<file path="src/hw/rtl/playfair_digraph_cipher_assert.svh">
// ---------------------------------------------------------------------------
// Playfair cipher assertion macros
// Shared concurrent assertion forms for the cipher RTL.
// ---------------------------------------------------------------------------
`ifndef PLAYFAIR_DIGRAPH_CIPHER_ASSERT_SVH
`define PLAYFAIR_DIGRAPH_CIPHER_ASSERT_SVH

// The consequent must hold in the same cycle as the antecedent.
`define PDC_ASSERT_IMPLY(lbl, clk, rst_n, ante, cons) \
  lbl: assert property (@(posedge clk) disable iff (!rst_n) (ante) |-> (cons)) \
    else $error("assertion failed");

// The consequent must hold in the cycle after the antecedent.
`define PDC_ASSERT_NEXT(lbl, clk, rst_n, ante, cons) \
  lbl: assert property (@(posedge clk) disable iff (!rst_n) (ante) |=> (cons)) \
    else $error("assertion failed");

`endif

</file>
<file path="src/hw/rtl/pdc_pkg.sv">
`timescale 1ns / 1ps
// ---------------------------------------------------------------------------
// Playfair cipher package
// Letter codes, item kinds and the command and status bundles that join the
// controller and the datapath.
// ---------------------------------------------------------------------------
package pdc_pkg;

  // Letter indices, A is zero.
  localparam logic [4:0] LETTER_I    = 5'd8;
  localparam logic [4:0] LETTER_J    = 5'd9;
  localparam logic [4:0] LETTER_X    = 5'd23;
  localparam logic [4:0] LETTER_LAST = 5'd25;
  // Number of cells in the square.
  localparam logic [4:0] CELLS       = 5'd25;

  typedef enum logic [1:0] {
    KIND_CLEAR = 2'd0,
    KIND_KEY   = 2'd1,
    KIND_TEXT  = 2'd2,
    KIND_END   = 2'd3
  } kind_t;

  typedef enum logic [1:0] {
    EMIT_HELD = 2'd0,
    EMIT_O1   = 2'd1,
    EMIT_MARK = 2'd2
  } emit_sel_t;

  typedef struct packed {
    logic      load_in;
    logic      clear;
    logic      place_key;
    logic      fill_init;
    logic      fill_step;
    logic      set_pending;
    logic      cell_rd;
    logic      sq_rd;
    logic      emit_en;
    emit_sel_t emit_sel;
    logic      take_pair;
    logic      clear_held;
  } cmd_t;

  typedef struct packed {
    kind_t kind;
    logic  letter_ok;
    logic  complete;
    logic  pending_valid;
    logic  fill_last;
    logic  held_valid;
    logic  held_send;
    logic  emit_ok;
  } status_t;

endpackage

</file>
<file path="src/hw/rtl/pdc_datapath.sv">
`timescale 1ns / 1ps
// ---------------------------------------------------------------------------
// Playfair cipher datapath
// Holds the key square and letter positions, the pair slots, the mode
// register and the output register, and acts on controller commands.
// ---------------------------------------------------------------------------
`include "playfair_digraph_cipher_assert.svh"

module pdc_datapath (
  input  logic             clk,
  input  logic             rst_n,
  input  pdc_pkg::cmd_t    cmd,
  output pdc_pkg::status_t sts,
  input  logic [7:0]       in_tdata,   // char_code
  input  logic [1:0]       in_tuser,   // kind
  input  logic             cfg_we,
  input  logic             cfg_wdata,  // encrypt_mode
  output logic             out_tvalid,
  input  logic             out_tready,
  output logic [7:0]       out_tdata,  // out_char
  output logic             out_tuser,  // char_valid
  output logic             out_tlast   // end_of_message
);

  localparam logic [7:0] CODE_UA = 8'd65;
  localparam logic [7:0] CODE_UZ = 8'd90;
  localparam logic [7:0] CODE_LA = 8'd97;
  localparam logic [7:0] CODE_LZ = 8'd122;

  // Row of a cell 0..24: multiply by 13/64, exact over that range.
  function automatic logic [2:0] row_of(input logic [4:0] p);
    logic [8:0] m;
    m = {4'b0000, p} * 9'd13;
    return m[8:6];
  endfunction

  function automatic logic [2:0] col_of(input logic [4:0] p, input logic [2:0] r);
    logic [4:0] d;
    d = p - ({r, 2'b00} + {2'b00, r});
    return d[2:0];
  endfunction

  function automatic logic [2:0] add_mod5(input logic [2:0] v, input logic [2:0] s);
    logic [3:0] t;
    t = {1'b0, v} + {1'b0, s};
    if (t >= 4'd5) t = t - 4'd5;
    return t[2:0];
  endfunction

  function automatic logic [4:0] cell_addr(input logic [2:0] r, input logic [2:0] c);
    return {r, 2'b00} + {2'b00, r} + {2'b00, c};
  endfunction

  // Registers.
  pdc_pkg::kind_t kind_r;
  logic [7:0]  code_r;
  logic        mode_r;
  logic [25:0] used_r;
  logic [4:0]  fill_count_r;
  logic [4:0]  fill_letter_r;
  logic        complete_r;
  logic        pending_valid_r;
  logic [4:0]  pending_l_r;
  logic        held_valid_r;
  logic [4:0]  held_l_r;
  logic [4:0]  pa_cell_r, pb_cell_r;
  logic        pa_used_r, pb_used_r;
  logic [4:0]  o1_r, o2_r;
  logic        out_valid_r;
  logic [7:0]  out_tdata_r;
  logic        out_tuser_r;
  logic        out_tlast_r;

  logic [4:0] sq_mem [25];
  logic [4:0] place_mem [26];

  logic [4:0] in_letter;
  logic       letter_ok;
  logic [7:0] code_off;
  logic [4:0] place_l;
  logic       place_en;
  logic       do_place;
  logic [4:0] b_raw, b_sel;
  logic [4:0] p1, p2;
  logic [2:0] r1, c1, r2, c2, shift;
  logic [4:0] addr1, addr2;
  logic       emit_ok;
  logic       marker_clean;

  // Fold the held character to a letter index, J read as I.
  always_comb begin
    code_off  = 8'd0;
    letter_ok = 1'b0;
    if (code_r >= CODE_UA && code_r <= CODE_UZ) begin
      code_off  = code_r - CODE_UA;
      letter_ok = 1'b1;
    end else if (code_r >= CODE_LA && code_r <= CODE_LZ) begin
      code_off  = code_r - CODE_LA;
      letter_ok = 1'b1;
    end
    in_letter = code_off[4:0];
    if (in_letter == pdc_pkg::LETTER_J) in_letter = pdc_pkg::LETTER_I;
  end

  // Input beat capture and mode register.
  always_ff @(posedge clk) begin
    if (!rst_n) begin
      kind_r <= pdc_pkg::KIND_CLEAR;
      code_r <= 8'd0;
      mode_r <= 1'b1;
    end else begin
      if (cmd.load_in) begin
        kind_r <= pdc_pkg::kind_t'(in_tuser);
        code_r <= in_tdata;
      end
      if (cfg_we) mode_r <= cfg_wdata;
    end
  end

  // Letter placement, from a key character or from the fill sweep.
  always_comb begin
    place_l  = in_letter;
    place_en = 1'b0;
    if (cmd.place_key) begin
      place_en = 1'b1;
    end else if (cmd.fill_step) begin
      place_l  = fill_letter_r;
      place_en = (fill_letter_r != pdc_pkg::LETTER_J);
    end
    do_place = place_en && !used_r[place_l] && (fill_count_r < pdc_pkg::CELLS);
  end

  // Square bookkeeping.
  always_ff @(posedge clk) begin
    if (!rst_n) begin
      used_r        <= '0;
      fill_count_r  <= 5'd0;
      fill_letter_r <= 5'd0;
      complete_r    <= 1'b0;
    end else if (cmd.clear) begin
      used_r       <= '0;
      fill_count_r <= 5'd0;
      complete_r   <= 1'b0;
    end else begin
      if (do_place) begin
        used_r[place_l] <= 1'b1;
        fill_count_r    <= fill_count_r + 5'd1;
      end
      if (cmd.fill_init) fill_letter_r <= 5'd0;
      else if (cmd.fill_step) fill_letter_r <= fill_letter_r + 5'd1;
      if (cmd.fill_step && fill_letter_r == pdc_pkg::LETTER_LAST) complete_r <= 1'b1;
    end
  end

  // Second letter of the pair: X at end of message, X for a doubled pair
  // when encrypting.
  always_comb begin
    b_raw = (kind_r == pdc_pkg::KIND_END) ? pdc_pkg::LETTER_X : in_letter;
    b_sel = (mode_r && pending_l_r == b_raw) ? pdc_pkg::LETTER_X : b_raw;
  end

  // Memory writes and the registered position and square reads.
  always_ff @(posedge clk) begin
    if (do_place) begin
      sq_mem[fill_count_r] <= place_l;
      place_mem[place_l]   <= fill_count_r;
    end
    if (cmd.cell_rd) begin
      pa_cell_r <= place_mem[pending_l_r];
      pb_cell_r <= place_mem[b_sel];
      pa_used_r <= used_r[pending_l_r];
      pb_used_r <= used_r[b_sel];
    end
    if (cmd.sq_rd) begin
      o1_r <= sq_mem[addr1];
      o2_r <= sq_mem[addr2];
    end
  end

  // Pair rules: same row, same column or rectangle.
  always_comb begin
    p1    = (pa_used_r && pa_cell_r < pdc_pkg::CELLS) ? pa_cell_r : 5'd0;
    p2    = (pb_used_r && pb_cell_r < pdc_pkg::CELLS) ? pb_cell_r : 5'd0;
    r1    = row_of(p1);
    r2    = row_of(p2);
    c1    = col_of(p1, r1);
    c2    = col_of(p2, r2);
    shift = mode_r ? 3'd1 : 3'd4;
    if (r1 == r2) begin
      addr1 = cell_addr(r1, add_mod5(c1, shift));
      addr2 = cell_addr(r2, add_mod5(c2, shift));
    end else if (c1 == c2) begin
      addr1 = cell_addr(add_mod5(r1, shift), c1);
      addr2 = cell_addr(add_mod5(r2, shift), c2);
    end else begin
      addr1 = cell_addr(r1, c2);
      addr2 = cell_addr(r2, c1);
    end
  end

  // Pending letter and held output letter.
  always_ff @(posedge clk) begin
    if (!rst_n) begin
      pending_valid_r <= 1'b0;
      pending_l_r     <= 5'd0;
      held_valid_r    <= 1'b0;
      held_l_r        <= 5'd0;
    end else if (cmd.clear) begin
      pending_valid_r <= 1'b0;
      held_valid_r    <= 1'b0;
    end else begin
      if (cmd.set_pending) begin
        pending_valid_r <= 1'b1;
        pending_l_r     <= in_letter;
      end
      if (cmd.take_pair) begin
        pending_valid_r <= 1'b0;
        held_valid_r    <= 1'b1;
        held_l_r        <= o2_r;
      end
      if (cmd.clear_held) held_valid_r <= 1'b0;
    end
  end

  assign emit_ok = !out_valid_r || out_tready;

  // Output register: one result beat at a time.
  always_ff @(posedge clk) begin
    if (!rst_n) begin
      out_valid_r <= 1'b0;
    end else if (cmd.emit_en) begin
      out_valid_r <= 1'b1;
    end else if (out_tready) begin
      out_valid_r <= 1'b0;
    end
  end

  always_ff @(posedge clk) begin
    if (cmd.emit_en) begin
      case (cmd.emit_sel)
        pdc_pkg::EMIT_HELD: begin
          out_tdata_r <= CODE_UA + {3'b000, held_l_r};
          out_tuser_r <= 1'b1;
          out_tlast_r <= 1'b0;
        end
        pdc_pkg::EMIT_O1: begin
          out_tdata_r <= CODE_UA + {3'b000, o1_r};
          out_tuser_r <= 1'b1;
          out_tlast_r <= 1'b0;
        end
        default: begin
          out_tdata_r <= 8'd0;
          out_tuser_r <= 1'b0;
          out_tlast_r <= 1'b1;
        end
      endcase
    end
  end

  assign out_tvalid = out_valid_r;
  assign out_tdata  = out_tdata_r;
  assign out_tuser  = out_tuser_r;
  assign out_tlast  = out_tlast_r;

  // Status towards the controller.
  always_comb begin
    sts.kind          = kind_r;
    sts.letter_ok     = letter_ok;
    sts.complete      = complete_r;
    sts.pending_valid = pending_valid_r;
    sts.fill_last     = (fill_letter_r == pdc_pkg::LETTER_LAST);
    sts.held_valid    = held_valid_r;
    sts.held_send     = held_valid_r && (mode_r || held_l_r != pdc_pkg::LETTER_X);
    sts.emit_ok       = emit_ok;
  end

  // A marker beat carries no letter.
  assign marker_clean = !out_tuser_r && (out_tdata_r == 8'd0);

  // Checks.
  `PDC_ASSERT_IMPLY(a_emit_when_free, clk, rst_n, cmd.emit_en, !out_valid_r || out_tready)
  `PDC_ASSERT_IMPLY(a_full_square, clk, rst_n, complete_r, fill_count_r == pdc_pkg::CELLS)
  `PDC_ASSERT_NEXT(a_fill_completes, clk, rst_n, cmd.fill_step && sts.fill_last, complete_r)
  `PDC_ASSERT_IMPLY(a_marker_empty, clk, rst_n, out_valid_r && out_tlast_r, marker_clean)

endmodule

</file>
<file path="src/hw/rtl/pdc_controller.sv">
`timescale 1ns / 1ps
// ---------------------------------------------------------------------------
// Playfair cipher controller
// Sequences each input item: dispatch, square fill sweep, pair lookup and
// the result beats.
// ---------------------------------------------------------------------------
module pdc_controller (
  input  logic             clk,
  input  logic             rst_n,
  input  logic             in_tvalid,
  output logic             in_tready,
  input  pdc_pkg::status_t sts,
  output pdc_pkg::cmd_t    cmd
);

  typedef enum logic [7:0] {
    S_IDLE     = 8'b0000_0001,
    S_DISPATCH = 8'b0000_0010,
    S_FILL     = 8'b0000_0100,
    S_CELL     = 8'b0000_1000,
    S_SQR      = 8'b0001_0000,
    S_EHELD    = 8'b0010_0000,
    S_EO1      = 8'b0100_0000,
    S_ETAIL    = 8'b1000_0000
  } state_t;

  state_t st_r, st_nxt;
  logic   mark_r, mark_nxt;

  assign in_tready = (st_r == S_IDLE) && !mark_r;

  // Next state and commands.
  always_comb begin
    st_nxt       = st_r;
    mark_nxt     = mark_r;
    cmd          = '0;
    cmd.emit_sel = pdc_pkg::EMIT_HELD;
    case (st_r)
      S_IDLE: begin
        if (mark_r) begin
          // The end-of-message marker waits here for the output register.
          if (sts.emit_ok) begin
            cmd.emit_en  = 1'b1;
            cmd.emit_sel = pdc_pkg::EMIT_MARK;
            mark_nxt     = 1'b0;
          end
        end else if (in_tvalid) begin
          cmd.load_in = 1'b1;
          st_nxt      = S_DISPATCH;
        end
      end
      S_DISPATCH: begin
        st_nxt = S_IDLE;
        case (sts.kind)
          pdc_pkg::KIND_CLEAR: cmd.clear = 1'b1;
          pdc_pkg::KIND_KEY: begin
            if (sts.letter_ok && !sts.complete) cmd.place_key = 1'b1;
          end
          pdc_pkg::KIND_TEXT: begin
            if (sts.letter_ok) begin
              if (!sts.complete) begin
                cmd.fill_init = 1'b1;
                st_nxt        = S_FILL;
              end else if (sts.pending_valid) begin
                st_nxt = S_CELL;
              end else begin
                cmd.set_pending = 1'b1;
              end
            end
          end
          default: st_nxt = sts.pending_valid ? S_CELL : S_ETAIL;
        endcase
      end
      S_FILL: begin
        cmd.fill_step = 1'b1;
        if (sts.fill_last) st_nxt = S_DISPATCH;
      end
      S_CELL: begin
        cmd.cell_rd = 1'b1;
        st_nxt      = S_SQR;
      end
      S_SQR: begin
        cmd.sq_rd = 1'b1;
        st_nxt    = S_EHELD;
      end
      S_EHELD: begin
        if (!sts.held_valid) begin
          st_nxt = S_EO1;
        end else if (sts.emit_ok) begin
          cmd.emit_en = 1'b1;
          st_nxt      = S_EO1;
        end
      end
      S_EO1: begin
        if (sts.emit_ok) begin
          cmd.emit_en   = 1'b1;
          cmd.emit_sel  = pdc_pkg::EMIT_O1;
          cmd.take_pair = 1'b1;
          st_nxt        = (sts.kind == pdc_pkg::KIND_END) ? S_ETAIL : S_IDLE;
        end
      end
      S_ETAIL: begin
        // Last held letter, dropped when it is a final X in decrypt mode.
        if (!sts.held_send) begin
          cmd.clear_held = 1'b1;
          mark_nxt       = 1'b1;
          st_nxt         = S_IDLE;
        end else if (sts.emit_ok) begin
          cmd.emit_en    = 1'b1;
          cmd.clear_held = 1'b1;
          mark_nxt       = 1'b1;
          st_nxt         = S_IDLE;
        end
      end
      default: begin
        st_nxt   = S_IDLE;
        mark_nxt = 1'b0;
      end
    endcase
  end

  always_ff @(posedge clk) begin
    if (!rst_n) begin
      st_r   <= S_IDLE;
      mark_r <= 1'b0;
    end else begin
      st_r   <= st_nxt;
      mark_r <= mark_nxt;
    end
  end

endmodule

</file>
<file path="src/hw/rtl/playfair_digraph_cipher.sv">
`timescale 1ns / 1ps
// ---------------------------------------------------------------------------
// Playfair digraph cipher
// Streaming Playfair encrypt and decrypt over ASCII characters.
// ---------------------------------------------------------------------------
// Each input beat carries a kind in in_tuser and an ASCII byte in in_tdata;
// results come out one beat at a time, a capital letter in out_tdata with
// out_tuser set, or the end-of-message marker with out_tlast set. The first
// text letter after a clear or reset adds a sweep that completes the square
// and a second dispatch. A completed pair gives up to 2 result beats, and an
// end of message up to 4 when it pads an odd letter; the pair lookup goes
// through the registered reads of the position and square memories, and the
// single output register sends each result beat in a cycle of its own; a
// stalled out_tready holds the sequence. The user must write encrypt_mode
// through cfg_we and cfg_wdata only while no item is in progress; the block
// itself does not enforce this.
// ---------------------------------------------------------------------------
module playfair_digraph_cipher (
  input  logic       clk,
  input  logic       rst_n,
  input  logic       in_tvalid,
  output logic       in_tready,
  input  logic [7:0] in_tdata,   // char_code
  input  logic [1:0] in_tuser,   // kind
  output logic       out_tvalid,
  input  logic       out_tready,
  output logic [7:0] out_tdata,  // out_char
  output logic       out_tuser,  // char_valid
  output logic       out_tlast,  // end_of_message
  input  logic       cfg_we,
  input  logic       cfg_wdata   // encrypt_mode
);

  pdc_pkg::cmd_t    cmd;
  pdc_pkg::status_t sts;

  // Sequencing.
  pdc_controller u_ctrl (
    .clk       (clk),
    .rst_n     (rst_n),
    .in_tvalid (in_tvalid),
    .in_tready (in_tready),
    .sts       (sts),
    .cmd       (cmd)
  );

  // Storage and cipher logic.
  pdc_datapath u_dp (
    .clk        (clk),
    .rst_n      (rst_n),
    .cmd        (cmd),
    .sts        (sts),
    .in_tdata   (in_tdata),
    .in_tuser   (in_tuser),
    .cfg_we     (cfg_we),
    .cfg_wdata  (cfg_wdata),
    .out_tvalid (out_tvalid),
    .out_tready (out_tready),
    .out_tdata  (out_tdata),
    .out_tuser  (out_tuser),
    .out_tlast  (out_tlast)
  );

endmodule

</file>
<file path="config.mk">
export PLATFORM = sky130hd
export DESIGN_NAME = playfair_digraph_cipher
export DESIGN_NICKNAME = d
export VERILOG_FILES = /design/src/hw/rtl/pdc_pkg.sv /design/src/hw/rtl/pdc_datapath.sv /design/src/hw/rtl/pdc_controller.sv /design/src/hw/rtl/playfair_digraph_cipher.sv
export VERILOG_INCLUDE_DIRS = /design/src /design/src/hw/rtl
export SDC_FILE = /design/constraint.sdc
export NUM_CORES = 1
export LEC_CHECK = 0
export BUFFER_PORTS_ARGS = -buffer_cell sky130_fd_sc_hd__buf_2
export CAP_MARGIN = 20
export CORE_ASPECT_RATIO = 1.5
export CORE_MARGIN = 4
export CORE_UTILIZATION = 56
export DETAILED_ROUTE_END_ITERATION = 10
export PLACE_DENSITY = 0.72
export SYNTH_ARGS = -nofsm -noshare
export SYNTH_HDL_FRONTEND = slang
export SYNTH_SLANG_ARGS = --single-unit
</file>
<file path="constraint.sdc">
create_clock -name clk -period 21.8 [get_ports clk]
set_clock_uncertainty 0.2 [all_clocks]
set_input_delay 2.18 -clock clk [delete_from_list [all_inputs] [get_ports clk]]
set_output_delay 2.18 -clock clk [all_outputs]
set_load 0.03 [all_outputs]
</file>
==> results.ini <==
[sta]
max_freq_ghz = 0.112
tns_ps = 0
finalHoldViolCount = 0
drv_slew = 0
min_period_over_period = 0.411
rsz0062_at_grt = false
final-setup-viol-count = 0
max_slew_margin = 0.190
fin_crit_ps = 8970
worst_pin_slew_ps = 1200

[final_layout]
drive_above_1_share = 0.110
final_util = 0.620
area_delta_synth_final_pct = 8.72
diodes = 0
final_cells = 2325
nFillCells = 2847
fin_area_mm2 = 0.0219
nets = 1938

[critical_path]
crit_start = u_dp.pa_cell_r[3]
cpMostUsedCell = ha_1
ff2ff_path_depth = 26
critPathMaxStageDelay_ps = 910
timing.rr.start = u_dp.pa_cell_r[3]
critPathCaptureType = register
cp_data_arrival_time_ps = 8960
crit_path_end = u_dp.o1_r[4]
r2r-end = u_dp.o1_r[4]
required_ps = 21800
slowest_stage = a2111oi_0
critical_path_class = reg2reg
r2r_slack_ps = 12830
start_kind = register
crit_fanout = 12

[place]
dpl.cell_count = 2263
gp_congestion = 1.02
port_buffers = 26
dp_hpwl_um = 40900
dpl-instance-area_mm2 = 0.0208

[synthesis]
synth_flop_cell = edfxtp_1
netlist_area_mm2 = 0.0201
yosysSeqAreaShare = 0.495
synth_cell_types = 85
synth_nets = 1937
synthCells = 1828
yosysWarnings = 0
async_reset_ff_frac = 0
synth_edf_count = 285
synth_seq_cells = 355
avgSynthCellArea_um2 = 11.0

[clock_network]
cts_made_buffers = 34
cts_buffer_depth = 3
cts_root_buffer = clkbuf_16
clkLatencyLatePin_ps = 540
ctsHoldBuffers = 0
clkSinkCount = 355
cts_setup_buffers = 0
h-tree-depth = 2
clk_pin_slew_worst_paths_ps = 60
post_cts_resized = 0
cts_tree = built

[routing]
vias_per_cell = 6.63
via_count = 15400
totalWireLength_um = 57900
ant_nets = 0
drcViolationCount = 0
drtIter0Drc = 1783
drt-pass1-iter-count = 6
wl_per_cell_um = 24.9

[power]
pwr_density_cell_mw_per_mm2 = 71.3
p_leak_nw = 7.97
peakVddDrop_v = 0.0000598

[outcome]
outcome = completed

[worst_hold_path]
hold_path_startpoint = u_dp.held_l_r[1]
hold_class = reg2reg

[die]
core_area_mm2 = 0.0353
ios = 28
die_width_um = 163
start_util = 0.570
dieArea_mm2 = 0.0391
dieHeight_um = 240
num_rows = 84

[grt]
grt_max_degree = 61
antenna_found_initial = 1
grt_overflow = 0
grtUsageTotal = 0.295
grt_pass1_wl_um = 88800
grt_pass1_vias = 15300

[run]
maxCapViolations = 0

## per-layer routing
layer  part of all wire  GRT usage  vias up
li1                   -          -     6887
met1               0.35      0.334     7525
met2               0.53      0.536      790
met3              0.061     0.0350      217
met4              0.064      0.166        2
met5            0.00022          0        -
## synthesized netlist by cell type, types with 6 or more instances
cell,instances,share of area
buf_1,9,0.0017
xor2_1,16,0.0070
nand4_1,11,0.0034
a21o_1,13,0.0048
buf_2,24,0.0060
o21a_1,7,0.0026
or3_1,11,0.0034
ha_1,82,0.051
o31ai_1,6,0.0022
nand3b_1,9,0.0034
edfxtp_1,285,0.43
nor3_1,19,0.0047
a211o_1,6,0.0026
a21oi_1,98,0.024
a32oi_1,12,0.0052
a21boi_0,13,0.0048
xnor2_1,37,0.016
and3_1,43,0.013
o211ai_1,7,0.0026
nor2_1,174,0.032
a22oi_1,10,0.0037
a2111oi_0,10,0.0043
o22ai_1,24,0.0075
o21ai_0,46,0.011
nand2b_1,13,0.0040
a311o_1,6,0.0030
o2111ai_1,6,0.0026
mux2_2,9,0.0050
dfxtp_1,70,0.070
mux4_2,49,0.055
clkbuf_1,57,0.011
nand3_1,48,0.012
inv_1,42,0.0078
nand2_1,241,0.045
nor3b_1,12,0.0045
and2_1,9,0.0028
o41ai_1,8,0.0035
nor2b_1,18,0.0056
a211oi_1,31,0.012
fa_1,11,0.011
mux2i_1,111,0.055
o221ai_1,10,0.0043
a31oi_1,27,0.0084
## power by group
| part | leakage (nW) | switching, mW | internal, mW |
|---|---|---|---|
| sequential | 3.14 | 0.00525 | 0.734 |
| combinational | 4.31 | 0.161 | 0.0710 |
| clock | 0.527 | 0.255 | 0.334 |
## metrics by stage
| step | hold slack (ps) | total power [mW] | worst slack [ps] |
|---|---|---|---|
| 6_report | 284 | 1.56 | 12830 |
| 5_1_grt | 300 | 1.61 | 12370 |
| 4_1_cts | 288 | 1.56 | 12930 |
| 3_5_place_dp | 274 | 0.977 | 12920 |
| 3_3_place_gp | 262 | 0.973 | 13090 |
| 2_1_floorplan | 249 | 0.898 | 14220 |
## cell usage in the layout (no fill, tap or decap), types with 16 or more instances in the layout
cell type | synthesis | final
and3_1 | 43 | 43
nand3_1 | 48 | 48
nor2_1 | 174 | 174
edfxtp_1 | 285 | 285
nand2_1 | 241 | 241
inv_1 | 42 | 42
a211oi_1 | 31 | 31
buf_4 | 3 | 31
xor2_1 | 16 | 16
nor3_1 | 19 | 19
ha_1 | 82 | 82
o21ai_0 | 46 | 46
buf_2 | 24 | 26
a21oi_1 | 98 | 97
xnor2_1 | 37 | 37
o22ai_1 | 24 | 24
nor2b_1 | 18 | 18
a31oi_1 | 27 | 27
mux2i_1 | 111 | 110
mux4_2 | 49 | 49
clkbuf_16 | 0 | 35
dfxtp_1 | 70 | 68
## state kept, by name, summed over array words and instances (netlist names), 6 cells and up
name            flops
u_ctrl.st_r         8
u_dp.code_r         8
u_dp.out_tdata      6
u_dp.place_mem    130
u_dp.sq_mem       125
u_dp.used_r        26
## cell families (layout without fill, tap and decap cells)
logic type               Yosys count  count (layout)  synth area share
flip-flops                       355             355             0.495
buffers and inverters            138             162            0.0281
other                              1               1          0.000186
adder cells (fa/ha/maj)           93              93            0.0619
AND/OR/NAND/NOR                  628             628             0.143
XOR/XNOR                          55              55            0.0250
AO/OA/AOI/OAI                    389             389             0.132
multiplexers                     169             169             0.115
## critical path: cells and delay by family (launching register included)
kind | cells | cell delay [ps]
mux | 1 | 430
xor+xnor | 2 | 790
flops | 1 | 420
compound gates | 7 | 2330
fa+ha+maj | 8 | 2880
simple gates | 6 | 1440
buf+inv | 2 | 130
## worst min-delay path by stage
stage	end	slack (ps)	cells after the start
final	u_dp.held_l_r[1]	280	2
after global routing	u_dp.held_l_r[1]	300	2
after CTS	u_dp.held_l_r[1]	290	2
after detailed placement	u_ctrl.st_r[3]	270	2
after global placement	u_dp.held_l_r[1]	260	2
after floorplan	u_dp.held_l_r[0]	250	2
## final cells by class
cell class | instances | area, um^2 | area share
Inverter | 44 | 165 | 0.00754
Timing Repair Buffer | 59 | 379 | 0.0173
Clock buffer | 41 | 908 | 0.0415
Clock inverter | 18 | 175 | 0.00800
Tap cell | 473 | 592 | 0.0270
Sequential cell | 355 | 9960 | 0.455
Multi-Input combinational cell | 1335 | 9710 | 0.444
Note: power is estimated with default switching activity, not from simulation.
